File: src/rtl/core/integer_floor_square_root_unit_defines.svh
// Assertion macros for the integer floor square root unit.
// Plain SystemVerilog concurrent assertions; no other dependencies.
`ifndef INTEGER_FLOOR_SQUARE_ROOT_UNIT_DEFINES_SVH
`define INTEGER_FLOOR_SQUARE_ROOT_UNIT_DEFINES_SVH

// antecedent implies consequent in the same cycle
`define FSR_ASSERT_NOW(label, clk, rst, ante, cons, msg) \
   label: assert property (@(posedge clk) disable iff (rst) (ante) |-> (cons)) \
      else $error(msg);

// antecedent implies consequent in the next cycle
`define FSR_ASSERT_NEXT(label, clk, rst, ante, cons, msg) \
   label: assert property (@(posedge clk) disable iff (rst) (ante) |=> (cons)) \
      else $error(msg);

// antecedent implies consequent after the delay given by dly
`define FSR_ASSERT_DELAY(label, clk, rst, ante, dly, cons, msg) \
   label: assert property (@(posedge clk) disable iff (rst) (ante) |-> ##dly (cons)) \
      else $error(msg);

`endif

File: src/rtl/core/fsr_pkg.sv
// Shared types and constants for the integer floor square root unit.
// No dependencies.
`timescale 1ns / 1ps

package fsr_pkg;

   localparam int DEF_INPUT_BITS  = 32;
   localparam int ROOT_FIELD_BITS = 16;

   typedef enum logic {
      ST_IDLE,
      ST_RUN
   } state_type;

   // per-step control broadcast to every cell of the row
   typedef struct packed {
      logic clear;   // load a new item: remainder to zero
      logic step;    // advance one root bit
      logic keep;    // trial fit: take the difference
   } cell_ctl_type;

endpackage

File: src/rtl/core/fsr_cell.sv
// One bit slice of the remainder row: holds a remainder bit and forms one
// bit of the trial subtraction. Depends on fsr_pkg.
`timescale 1ns / 1ps

module fsr_cell (
   input  logic                 clock,
   input  fsr_pkg::cell_ctl_type ctl,
   input  logic                 shift_in,   // remainder bit from two cells down (radicand bit in the lowest two)
   input  logic                 trial_in,
   input  logic                 borrow_in,
   output logic                 borrow_out,
   output logic                 rem_out
);
   import fsr_pkg::*;

   logic rem_ff;
   logic rem_in;
   logic diff;

   assign diff       = shift_in ^ trial_in ^ borrow_in;
   assign borrow_out = (~shift_in & trial_in) | (~(shift_in ^ trial_in) & borrow_in);

   always_comb begin
      rem_in = rem_ff;
      if (ctl.clear) begin
         rem_in = 1'b0;
      end else if (ctl.step) begin
         rem_in = ctl.keep ? diff : shift_in;
      end
   end

   always_ff @(posedge clock) begin
      rem_ff <= rem_in;
   end

   assign rem_out = rem_ff;

endmodule

File: src/rtl/core/integer_floor_square_root_unit.sv
// Integer floor square root, ROOT_BITS = (INPUT_BITS + 1) / 2. A row of
// ROOT_BITS + 2 remainder cells settles one root bit per cycle through its
// borrow chain; busy is high while the row runs and start is ignored then.
// The result appears on rsp_root for exactly one cycle with rsp_valid and
// must be taken in that cycle. Depends on fsr_pkg, fsr_cell and the
// integer_floor_square_root_unit_defines.svh header.
`timescale 1ns / 1ps
`include "integer_floor_square_root_unit_defines.svh"

module integer_floor_square_root_unit #(
   parameter int INPUT_BITS = fsr_pkg::DEF_INPUT_BITS
) (
   input  logic                                 clock,
   input  logic                                 reset,
   input  logic                                 start,
   input  logic [INPUT_BITS-1:0]                req_value,
   output logic                                 busy,
   output logic                                 rsp_valid,
   output logic [fsr_pkg::ROOT_FIELD_BITS-1:0]  rsp_root
);
   import fsr_pkg::*;

   localparam int ROOT_BITS = (INPUT_BITS + 1) / 2;
   localparam int RAD_BITS  = 2 * ROOT_BITS;
   localparam int NCELLS    = ROOT_BITS + 2;
   localparam int CNT_BITS  = $clog2(ROOT_BITS + 1);
   localparam int LAT       = ROOT_BITS + 1;

   state_type                    state_ff, state_in;
   logic [CNT_BITS-1:0]          count_ff, count_in;
   logic [RAD_BITS-1:0]          rad_ff, rad_in;
   logic [ROOT_BITS-1:0]         root_ff, root_in;
   logic                         rsp_valid_ff, rsp_valid_in;
   logic [ROOT_FIELD_BITS-1:0]   rsp_root_ff, rsp_root_in;

   cell_ctl_type                 ctl;
   logic [NCELLS-1:0]            rem_bits;
   logic [NCELLS-1:0]            rem_sh;
   logic [NCELLS-1:0]            trial;
   logic [NCELLS:0]              borrow;
   logic                         fit;
   logic [ROOT_BITS:0]           root_ext;
   logic [ROOT_BITS-1:0]         root_next;
   logic [ROOT_BITS+ROOT_FIELD_BITS-1:0] root_pad;
   logic                         last_step;

   // shifted remainder takes the next two radicand bits at the bottom
   assign rem_sh    = {rem_bits[NCELLS-3:0], rad_ff[RAD_BITS-1 -: 2]};
   assign trial     = {root_ff, 2'b01};
   assign borrow[0] = 1'b0;
   assign fit       = ~borrow[NCELLS];

   genvar gi;
   generate
      for (gi = 0; gi < NCELLS; gi++) begin : g_row
         fsr_cell u_cell (
            .clock      (clock),
            .ctl        (ctl),
            .shift_in   (rem_sh[gi]),
            .trial_in   (trial[gi]),
            .borrow_in  (borrow[gi]),
            .borrow_out (borrow[gi+1]),
            .rem_out    (rem_bits[gi])
         );
      end
   endgenerate

   assign root_ext  = {root_ff, fit};
   assign root_next = root_ext[ROOT_BITS-1:0];
   assign root_pad  = {{ROOT_FIELD_BITS{1'b0}}, root_next};
   assign last_step = (count_ff == CNT_BITS'(ROOT_BITS - 1));

   always_comb begin
      state_in     = state_ff;
      count_in     = count_ff;
      rad_in       = rad_ff;
      root_in      = root_ff;
      rsp_valid_in = 1'b0;
      rsp_root_in  = rsp_root_ff;
      ctl          = '{clear: 1'b0, step: 1'b0, keep: fit};
      case (state_ff)
         ST_IDLE: begin
            if (start) begin
               ctl.clear = 1'b1;
               rad_in    = RAD_BITS'(req_value);
               root_in   = '0;
               count_in  = '0;
               state_in  = ST_RUN;
            end
         end
         ST_RUN: begin
            ctl.step = 1'b1;
            rad_in   = rad_ff << 2;
            root_in  = root_next;
            count_in = count_ff + 1'b1;
            if (last_step) begin
               rsp_valid_in = 1'b1;
               rsp_root_in  = root_pad[ROOT_FIELD_BITS-1:0];
               state_in     = ST_IDLE;
            end
         end
         default: begin
            state_in = ST_IDLE;
         end
      endcase
   end

   always_ff @(posedge clock) begin
      if (reset) begin
         state_ff     <= ST_IDLE;
         rsp_valid_ff <= 1'b0;
         count_ff     <= '0;
      end else begin
         state_ff     <= state_in;
         rsp_valid_ff <= rsp_valid_in;
         count_ff     <= count_in;
      end
   end

   always_ff @(posedge clock) begin
      rad_ff      <= rad_in;
      root_ff     <= root_in;
      rsp_root_ff <= rsp_root_in;
   end

   assign busy      = (state_ff == ST_RUN);
   assign rsp_valid = rsp_valid_ff;
   assign rsp_root  = rsp_root_ff;

   `FSR_ASSERT_NEXT(a_start_busy, clock, reset, start && !busy, busy,
      "accepted item did not start the row")
   `FSR_ASSERT_DELAY(a_latency, clock, reset, start && !busy, LAT, rsp_valid,
      "result strobe missing at fixed latency")
   `FSR_ASSERT_NOW(a_strobe_idle, clock, reset, rsp_valid, !busy && $past(busy),
      "result strobe outside the end of a run")
   `FSR_ASSERT_NOW(a_rem_bound, clock, reset, busy, rem_bits[NCELLS-1 -: 2] == 2'b00,
      "remainder exceeds twice the partial root")
   `FSR_ASSERT_NOW(a_count_bound, clock, reset, busy,
      count_ff <= CNT_BITS'(ROOT_BITS - 1), "step counter past last root bit")

endmodule

File: config.mk
export PLATFORM = sky130hd
export DESIGN_NAME = integer_floor_square_root_unit
export DESIGN_NICKNAME = d
export VERILOG_FILES = /design/src/rtl/core/fsr_pkg.sv /design/src/rtl/core/fsr_cell.sv /design/src/rtl/core/integer_floor_square_root_unit.sv
export VERILOG_INCLUDE_DIRS = /design/src /design/src/rtl/core
export SDC_FILE = /design/constraint.sdc
export NUM_CORES = 1
export LEC_CHECK = 0
export BUFFER_PORTS_ARGS = -buffer_cell sky130_fd_sc_hd__buf_2
export CAP_MARGIN = 5
export CORE_MARGIN = 4
export CORE_UTILIZATION = 55
export DETAILED_ROUTE_END_ITERATION = 12
export PLACE_DENSITY = 0.77
export SLEW_MARGIN = 30
export SYNTH_ARGS = -nofsm -noshare
export SYNTH_HDL_FRONTEND = slang
export SYNTH_SLANG_ARGS = --single-unit
export TNS_END_PERCENT = 10
File: constraint.sdc
create_clock -name clock -period 8.3 [get_ports clock]
set_input_delay 1.66 -clock clock [delete_from_list [all_inputs] [get_ports clock]]
set_output_delay 1.66 -clock clock [all_outputs]
set_load 0.02 [all_outputs]
==> impl_results.md, run 1 <==
- Run status: complete, no violations
- Slew Limit Fails: 0
- Clk sink count: just under 90
- Chip Width: 91.9 um
- Max_cap viols: 0
- Hold Buf Count CTS: 0
- Area delta synth->final: 14.4%
- Vias: approximately 2200
- Die Ht: 91.9 um
- Placed Area: 4190 um^2
- Htree depth: 3
- Starting Density: 0.567
- RSZ-0062 raised after global routing: no
- Total GRT Usage: 0.157
- Avg Inst Size Synth: between 10 and 15 um^2
- HP Class: flop to flop
- CP delay by family, top: adder cells
- Hpwl dp: ~4.1 mm
- Crit-path max FO: 18
- Min-delay src: g_row[15].u_cell.rem_out$_SDFFE_PP0P_
- Io pins: 53
- Final WL: about 6.3 mm
- Clock-pin slew on the worst setup and hold paths: around 0.08 ns
- Die area: roughly 8400 um^2
- Maximum clock rate: between 100 and 150 MHz
- Delay of the slowest critical-path stage: approximately 0.49 ns
- Final Util: 0.649
- Max Clock Skew: around 0.0081 ns
- Final TNS setup: 0 ns
- RD Place Congestion: ~0.80
- Crit Path Category: flop to flop
- Commonest cells after routing, fill and taps aside: edfxtp_1 (64), buf_2 (52), mux2_2 (30), inv_1 (23), dfxtp_1 (22)
- Ys Warns: 0
- Layout cells sized above 1: 0.337
- WL/cell: about 15 um
- Port Buffer Count: 52
- Cell Area, Synth: 3870 um^2
- Crit end category: flop
- CP Launch Point: rad_ff[30]$_DFFE_PP_
- Clk buf depth: 2
- Post-CTS Repair Setup Buffers: 0
- DR vias/cell: roughly 5.3
- WP data arrival: ~8.1 ns
- Total of fill cells in the finished design: around 550
- CP Launch Type: flop
- Post-Synthesis Cells: 267
- Resized Gates After CTS: 0
- Pwr per Cell Area: approximately 270 nW/um^2
- Antenna Violating Nets Remaining: 0
- Num rows: 30
- Critical-path cell list: inv_1 -> ha_1 -> fa_1 -> fa_1 -> fa_1 -> fa_1 -> fa_1 -> fa_1 -> fa_1 -> fa_1 -> fa_1 -> fa_1 -> fa_1 -> fa_1 -> fa_1 -> fa_1 -> and3_1 -> or2_1 -> o311ai_1
- Most frequent CP cell: fa_1
- Vias in the first global route: 2072
- Rel. slew slack: 0.470
- VDD IR max: roughly 0.00013 V
- Worst-margin pin slew: 0.796 ns
- LEAKAGE: about 1.7 nW
- Post-synthesis sequential area ratio: 0.615
- Fin area: between 4000 and 5000 um^2
- Tmin final: around 7.9 ns
- CTS tree: done
- Final Hold Fails: 0
- Worst skew pair latency: between 0.3 and 0.4 ns
- Final period util: 0.950
- Num CTS Buffers: 9
- Initial antenna violation count: 0
- Slowest library cell on the worst path: or2_1
- Pin count of the biggest net entering global routing: slightly below 80
- Root buffer cell: clkbuf_8
- Initial DRC count: 148
- Number of synthesized register bits: 87
- # setup viols final: 0
- Syn nets: between 300 and 400
- Number of diodes: 0
- First-pass GRT wire length: about 10 mm
- Largest cells by area after synthesis: edfxtp_1 (50%), dfxtp_1 (12%), mux2_2 (8.7%)
- Fin nets: around 370
- Share of the synthesized area in the top cell type: 0.496
- First drt pass iteration count: 4
- CP Buf/Inv Count: 1
- Gr ovfl total: 0
- Core ar.: around 6800 um^2
- Data required, critical path: between 8 and 9 ns
- Commonest non-fill, non-tap cell in the layout: edfxtp_1
- Synth unique cells: 27
- Critical R2R Launch: rad_ff[30]$_DFFE_PP_
- Top cell type by total area after synthesis: edfxtp_1
- Post-route DRC: 0
-- flip-flops by register name, indices dropped and copies added, names as in the netlist --
signal,flops
busy,1
count_ff,5
g_row.u_cell.rem_out,16
rad_ff,32
root_ff,16
rsp_root,16
rsp_valid,1
-- cells in the mapped netlist --
cell / instances
edfxtp_1: 64
mux2_2: 30
inv_1: 24
dfxtp_1: 23
nand2_1: 17
and2_1: 16
o211ai_1: 16
fa_1: 14
o311ai_1: 8
clkbuf_1: 7
o311ai_2: 7
nor2_1: 6
buf_2: 5
ha_1: 5
a21oi_1: 4
nor2b_1: 4
buf_6: 3
nor3b_1: 3
and3_1: 2
xor2_1: 2
a211oi_1: 1
a21o_1: 1
a31oi_1: 1
nand3_1: 1
nor3_1: 1
o221ai_1: 1
or2_1: 1
-- final cells by class --
| type | count | area, um^2 | share of cell area |
|---|---|---|---|
| tap | 96 | 120 | 0.0271 |
| clock inverter | 6 | 109 | 0.0246 |
| inverter | 24 | 90.1 | 0.0203 |
| clock buffer | 10 | 128 | 0.0288 |
| timing repair buffer | 55 | 283 | 0.0638 |
| sequential | 87 | 2380 | 0.538 |
| multi-input combinational | 141 | 1320 | 0.297 |
-- where the power goes --
group	internal [mW]	total, mW	leakage [nW]	switching (mW)
clock network	0.200	0.343	0.120	0.144
logic	0.125	0.289	0.712	0.164
registers	0.533	0.571	0.830	0.0377
-- metrics by stage --
| stage | worst slack (ns) | instances | power (mW) | hold slack [ns] |
|---|---|---|---|---|
| after floorplan | 0.753 | 267 | 0.816 | 0.445 |
| after global placement | 0.577 | 403 | 0.857 | 0.458 |
| after detailed placement | 0.413 | 403 | 0.872 | 0.464 |
| after CTS | 0.371 | 419 | 1.22 | 0.484 |
| after global routing | 0.126 | 419 | 1.27 | 0.498 |
| final | 0.415 | 419 | 1.20 | 0.475 |
-- worst paths after layout --
path,to,slack (ns),depth (start not counted)
worst min-delay path,g_row[15].u_cell.rem_out$_SDFFE_PP0P_,0.47,2
worst max-delay path,g_row[8].u_cell.rem_out$_SDFFE_PP0P_,0.42,19
worst min register to register,g_row[15].u_cell.rem_out$_SDFFE_PP0P_,0.47,2
worst max register to register,g_row[8].u_cell.rem_out$_SDFFE_PP0P_,0.42,19
-- cell families (layout without fill, tap and decap cells) --
| kind of cell | Yosys count | after routing | synth area share |
|---|---|---|---|
| buf+inv | 39 | 95 | 0.0452 |
| fa+ha+maj | 19 | 19 | 0.0885 |
| flops | 87 | 87 | 0.615 |
| simple gates | 51 | 51 | 0.0678 |
| mux | 30 | 30 | 0.0872 |
| xor+xnor | 2 | 2 | 0.00452 |
| compound gates | 39 | 39 | 0.0914 |
-- per-layer routing --
metal	global-route usage	wire length, um	vias to the layer above
met5	0	0	-
met4	0.0743	85	0
met3	0.0492	429	6
met2	0.232	3090	68
met1	0.211	2690	1082
li1	-	-	1073
-- worst min-delay path, delay by kind of cell (launching register included) --
family          cells  cell delay, ns
simple gates        1            0.05
compound gates      1            0.07
flops               1            0.33
Note: power is estimated with default switching activity, not from simulation.
==> inputs of run 2 (changes only) <==
--- a/config.mk
+++ b/config.mk
@@ -9,9 +9,8 @@
 export BUFFER_PORTS_ARGS = -buffer_cell sky130_fd_sc_hd__buf_2
 export CAP_MARGIN = 5
 export CORE_MARGIN = 4
-export CORE_UTILIZATION = 55
+export CORE_UTILIZATION = 45
 export DETAILED_ROUTE_END_ITERATION = 12
-export PLACE_DENSITY = 0.77
 export SLEW_MARGIN = 30
 export SYNTH_ARGS = -nofsm -noshare
 export SYNTH_HDL_FRONTEND = slang
==> run 2 against run 1 <==
Net effect:
- via count shrank 0.54%
- combinational power barely moved
- register-to-register slack improved by 0.02 ns
- maximum frequency increased by 0.19%
- critical path depth is the same
==> impl_results.md, run 2 (same netlist as run 1, synthesis figures left out) <==
- VDD IR max: around 0.00011 V
- WL/cell: roughly 15 um
- Largest register by flop count: rad_ff
- Rel. slew slack: 0.364
- Post-route DRC: 0
- Fin area: around 4400 um^2
- Register area: approximately 2400 um^2
- Hpwl dp: slightly above 4 mm
- Port Buffer Count: 52
- Pin count of the biggest net entering global routing: 77
- Vias: 2217
- Crit Path Category: flop to flop
- Vias in the first global route: around 2300
- Num CTS Buffers: 9
- LEAKAGE: approximately 1.6 nW
- Fin nets: 372
- Switch share: 0.298
- Max reg flops: 32
- Run status: complete, no violations
- Layout cells sized above 1: 0.334
- Final WL: around 6.6 mm
- Max Clock Skew: about 0.0095 ns
- Die area: ~10000 um^2
- Commonest cells after routing, fill and taps aside: edfxtp_1 (64), buf_2 (52), mux2_2 (30), inv_1 (23), dfxtp_1 (22)
- First-pass GRT wire length: around 11 mm
- Comb pwr share: 0.247
- Tmin final: a little under 8 ns
- Clock share of power: 0.269
- Io pins: 53
- Data required, critical path: 8.55 ns
- Slew Limit Fails: 0
- Hold Buf Count CTS: 0
- Crit end category: flop
- Sw power: roughly 0.35 mW
- Worst-margin pin slew: about 0.95 ns
- Chip Width: about 100 um
- Total GRT Usage: 0.143
- Clk sink count: a little under 90
- Core ar.: 8300 um^2
- # setup viols final: 0
- Met2 wire length: 2.93 mm
- Num rows: 33
- Met1 WL: around 3 mm
- HP Class: flop to flop
- First drt pass iteration count: 4
- Initial DRC count: roughly 120
- Gr ovfl total: 0
- Final Hold Fails: 0
- Max_cap viols: 0
- Die Ht: 101 um
- Number of diodes: 0
- DR top layer: met4
- Clk buf depth: 2
- Clock-pin slew on the worst setup and hold paths: approximately 0.08 ns
- Flop pwr share: 0.485
- CTS tree: done
- Total internal power: between 0.8 and 0.9 mW
- Post-CTS Repair Setup Buffers: 0
- Multi-input combinational cell area: between 1000 and 1500 um^2
- Maximum clock rate: 127 MHz
- Htree depth: 3
- Number of placed instances, taps included: just over 400
- Worst skew pair latency: about 0.35 ns
- Non-filler instance count after layout: 428
- Final period util: 0.948
- CP Launch Type: flop
- DR vias/cell: ~5.2
- Starting Density: 0.467
- Antenna Violating Nets Remaining: 0
- Overall Power: 1.18 mW
- Placed Area: 4210 um^2
- Commonest non-fill, non-tap cell in the layout: edfxtp_1
- R2R setup slack: 0.43 ns
- Met3 Routed Length: 450 um
- Area delta synth->final: 14.1%
- WP data arrival: a little over 8 ns
- Crit-path max FO: 18
- RSZ-0062 raised after global routing: no
- Root buffer cell: clkbuf_8
- Total of fill cells in the finished design: roughly 710
- Initial antenna violation count: 0
- RD Place Congestion: 0.721
- Pwr per Cell Area: around 270 nW/um^2
- Final TNS setup: 0 ns
- Resized Gates After CTS: 0
run 2: power by group through the flow:
stage | sequential (mW) | combinational [mW] | clock, mW
floorplan | 0.568 | 0.248 | 0
global placement | 0.580 | 0.285 | 0
detailed placement | 0.580 | 0.297 | 0
CTS | 0.571 | 0.297 | 0.323
global route | 0.579 | 0.337 | 0.342
finish | 0.571 | 0.291 | 0.317
run 2: final cells by class:
| cell class | count | share of cell area |
|---|---|---|
| clock buffer | 10 | 0.0289 |
| timing repair buffer | 55 | 0.0640 |
| multi-input combinational | 141 | 0.298 |
| inverter | 24 | 0.0210 |
| sequential | 87 | 0.540 |
| clock inverter | 6 | 0.0193 |
| tap | 105 | 0.0297 |
run 2: critical path, cell delays in order, from the launching register on:
cell and delay (ns):
edfxtp_1 0.35, inv_1 0.06, ha_1 0.21, fa_1 0.39
fa_1 0.40, fa_1 0.39, fa_1 0.41, fa_1 0.43
fa_1 0.43, fa_1 0.46, fa_1 0.46, fa_1 0.47
fa_1 0.48, fa_1 0.47, fa_1 0.47, fa_1 0.46
fa_1 0.43, and3_1 0.16, or2_1 0.51, o311ai_1 0.36
run 2: path summary, 6_finish.rpt:
| kind | start | endpoint | cells after the start |
|---|---|---|---|
| hold / removal | g_row[14].u_cell.rem_out$_SDFFE_PP0P_ | g_row[14].u_cell.rem_out$_SDFFE_PP0P_ | 2 |
| setup reg to reg | rad_ff[30]$_DFFE_PP_ | g_row[10].u_cell.rem_out$_SDFFE_PP0P_ | 19 |
| hold reg to reg | g_row[14].u_cell.rem_out$_SDFFE_PP0P_ | g_row[14].u_cell.rem_out$_SDFFE_PP0P_ | 2 |
| setup / recovery | rad_ff[30]$_DFFE_PP_ | g_row[10].u_cell.rem_out$_SDFFE_PP0P_ | 19 |
run 2: metal layers:
metal | vias to the layer above | GRT usage
met3 | 13 | 0.0408
met5 | - | 0
met4 | 0 | 0.0736
met1 | 1078 | 0.190
met2 | 52 | 0.213
li1 | 1074 | -
run 2: through the flow:
step                      worst slack [ns]   util  hold slack, ns
after floorplan                      0.753      -           0.445
after global placement               0.534  0.506           0.460
after detailed placement             0.459  0.507           0.467
after CTS                            0.398  0.532           0.487
after global routing                0.0555  0.532           0.512
final                                0.430  0.532           0.480
==> inputs of run 3 (changes only) <==
--- a/config.mk
+++ b/config.mk
@@ -6,6 +6,7 @@
 export SDC_FILE = /design/constraint.sdc
 export NUM_CORES = 1
 export LEC_CHECK = 0
+export ABC_AREA = 1
 export BUFFER_PORTS_ARGS = -buffer_cell sky130_fd_sc_hd__buf_2
 export CAP_MARGIN = 5
 export CORE_MARGIN = 4
==> run 3 against run 2 <==
Net effect:
- non-clock buffer count decreased by 2
- clock skew increased by 0.0020 ns
- sequential share of layout area increased by 0.71 points
- worst hold slack got worse by 0.023 ns
- combinational power decreased by 1%
- clock power decreased by 14%
- critical path depth increased by 4
- power decreased by 4.9%
- design area decreased by 1.3%
- critical endpoint is now g_row[12].u_cell.rem_out$_SDFFE_PP0P_
- largest cell class unchanged
- largest power group unchanged
==> impl_results.md, run 3 <==
- Initial DRC count: about 120
- Post-route DRC: 0
- Share of the synthesized area in the top cell type: 0.496
- WL/cell: 12.9 um
- Crit Path Category: flop to flop
- Vias in the first global route: roughly 2500
- Post-Synthesis Cells: 381
- Post-CTS Repair Setup Buffers: 0
- Fin nets: a little under 500
- Slew Limit Fails: 0
- CP Launch Type: flop
- Die Ht: slightly above 100 um
- Overall Power: between 1 and 1.5 mW
- Synth unique cells: 20
- Die area: a little over 10000 um^2
- Most frequent CP cell: fa_1
- Initial antenna violation count: 0
- First-pass GRT wire length: ~12 mm
- Num CTS Buffers: 9
- Max_cap viols: 0
- Pwr per Cell Area: 257 nW/um^2
- Final Hold Fails: 0
- Total GRT Usage: 0.148
- Gr ovfl total: 0
- Worst-margin pin slew: 0.882 ns
- CTS tree: done
- Clk buf depth: 2
- Avg Inst Size Synth: 10.2 um^2
- Slowest library cell on the worst path: fa_1
- Starting Density: 0.467
- Post-synth EDFFs: 64
- Ys Warns: 0
- Post-synthesis sequential area ratio: 0.614
- RSZ-0062 raised after global routing: no
- Async S/R FF share, synth: 0
- Commonest non-fill, non-tap cell in the layout: nand2_1
- RD Place Congestion: approximately 0.74
- Num rows: 33
- # setup viols final: 0
- Library cell with the highest instance count after synthesis: nand2_1
- LEAKAGE: roughly 2 nW
- Root buffer cell: clkbuf_8
- VDD IR max: about 0.00012 V
- R2R setup slack: between 0.7 and 0.8 ns
- Max reg flops: 32
- Number of diodes: 0
- Area delta synth->final: 12.5%
- Cell Area, Synth: 3880 um^2
- Pin count of the biggest net entering global routing: 50
- Delay of the slowest critical-path stage: around 0.47 ns
- Final period util: 0.904
- First drt pass iteration count: 4
- Final WL: 6.96 mm
- Number of synthesized register bits: 87
- Top_reg_cell synth: edfxtp_1
- Crit end category: flop
- Io pins: between 50 and 60
- HP Class: flop to flop
- Clk sink count: 87
- Worst R2R Path Depth: 23
- Critical-path cell list: inv_1 -> ha_1 -> fa_1 -> fa_1 -> fa_1 -> fa_1 -> fa_1 -> fa_1 -> fa_1 -> fa_1 -> fa_1 -> fa_1 -> fa_1 -> fa_1 -> fa_1 -> fa_1 -> nand2_1 -> nand2_2 -> nand2_4 -> nand2_4 -> nand2_1 -> nand3_1 -> nand2_1
- Data required, critical path: around 8.6 ns
- Syn nets: about 440
- Crit-path max FO: 18
- Commonest cells after routing, fill and taps aside: nand2_1 (161), edfxtp_1 (64), buf_2 (52), inv_1 (41), nand3_1 (34)
- Largest register by flop count: rad_ff
- Maximum clock rate: about 130 MHz
- Clock-pin slew on the worst setup and hold paths: around 0.09 ns
- Hold Buf Count CTS: 0
- Resized Gates After CTS: 0
- WP data arrival: 7.79 ns
- Largest cells by area after synthesis: edfxtp_1 (50%), nand2_1 (16%), dfxtp_1 (12%)
- Htree depth: 3
- Max Clock Skew: 0.0115 ns
- Port Buffer Count: 52
- Post-synth top cells: nand2_1 (161), edfxtp_1 (64), inv_1 (42), nand3_1 (34), dfxtp_1 (23)
- DR vias/cell: about 4.7
- Tmin final: approximately 7.5 ns
- Critical R2R Launch: rad_ff[30]$_DFFE_PP_
- Top cell type by total area after synthesis: edfxtp_1
- Rel. slew slack: 0.412
- Hpwl dp: roughly 4.4 mm
- Final TNS setup: 0 ns
- Core ar.: 8300 um^2
- Vias: 2538
- CP Launch Point: rad_ff[30]$_DFFE_PP_
- Antenna Violating Nets Remaining: 0
- Chip Width: ~100 um
- Critical R2R Capture: g_row[12].u_cell.rem_out$_SDFFE_PP0P_
- Worst skew pair latency: roughly 0.35 ns
- Run status: complete, no violations
- Layout cells sized above 1: 0.177
- Worst Setup EP: g_row[12].u_cell.rem_out$_SDFFE_PP0P_
run 3: cell type report:
type                       instances  area [um^2]
fill                             776         3940
sequential                        87         2380
multi-input combinational        234         1230
timing repair buffer              53          268
inverter                          44          168
clock buffer                      10          138
tap                              105          131
clock inverter                     6         45.0
run 3: cells by family (layout without fill, tap and decap cells):
family | count (synthesis) | in the layout | synth area share
simple gates | 208 | 208 | 0.219
flops | 87 | 87 | 0.614
buf+inv | 60 | 113 | 0.0691
fa+ha+maj | 19 | 19 | 0.0884
compound gates | 7 | 7 | 0.00903
run 3: how the worst min path moves through the flow:
stage	depth (start not counted)	from	to	slack [ns]
2_1_floorplan	2	g_row[0].u_cell.rem_out$_SDFFE_PP0P_	g_row[0].u_cell.rem_out$_SDFFE_PP0P_	0.43
3_3_place_gp	2	g_row[6].u_cell.rem_out$_SDFFE_PP0P_	g_row[6].u_cell.rem_out$_SDFFE_PP0P_	0.44
3_5_place_dp	2	g_row[9].u_cell.rem_out$_SDFFE_PP0P_	g_row[9].u_cell.rem_out$_SDFFE_PP0P_	0.44
4_1_cts	2	g_row[0].u_cell.rem_out$_SDFFE_PP0P_	g_row[0].u_cell.rem_out$_SDFFE_PP0P_	0.46
5_1_grt	2	g_row[13].u_cell.rem_out$_SDFFE_PP0P_	g_row[13].u_cell.rem_out$_SDFFE_PP0P_	0.47
6_report	2	g_row[9].u_cell.rem_out$_SDFFE_PP0P_	g_row[9].u_cell.rem_out$_SDFFE_PP0P_	0.46
run 3: worst max-delay path: cells and delay by family, from the launching register on:
| kind | cells | cell delay [ns] |
|---|---|---|
| fa+ha+maj | 15 | 6.30 |
| buf+inv | 1 | 0.06 |
| flops | 1 | 0.35 |
| simple gates | 7 | 0.75 |
run 3: layer usage:
| layer | wire [um] | track usage | share of wire | vias up |
|---|---|---|---|---|
| li1 | - | - | - | 1300 |
| met1 | 3350 | 0.198 | 0.48 | 1184 |
| met2 | 3180 | 0.232 | 0.46 | 44 |
| met3 | 325 | 0.0443 | 0.047 | 10 |
| met4 | 110 | 0.0487 | 0.016 | 0 |
| met5 | 0 | 0 | 0 | - |
run 3: per-stage QoR:
step           instances  setup WS (ns)   util  instance area [um^2]  hold slack (ns)
4_1_cts              539          0.740  0.525                  4360            0.460
2_1_floorplan        381           1.12      -                  3880            0.426
6_report             539          0.795  0.525                  4360            0.457
3_3_place_gp         523          0.915  0.503                  4180            0.439
3_5_place_dp         523          0.757  0.503                  4180            0.439
5_1_grt              539          0.419  0.525                  4360            0.468
run 3: report_power, final:
part | internal, mW | switching [mW] | total, mW | leakage, nW
registers | 0.530 | 0.0302 | 0.560 | 0.835
clock network | 0.118 | 0.156 | 0.274 | 0.0849
logic | 0.113 | 0.175 | 0.287 | 1.12
total | 0.760 | 0.361 | 1.12 | 2.04
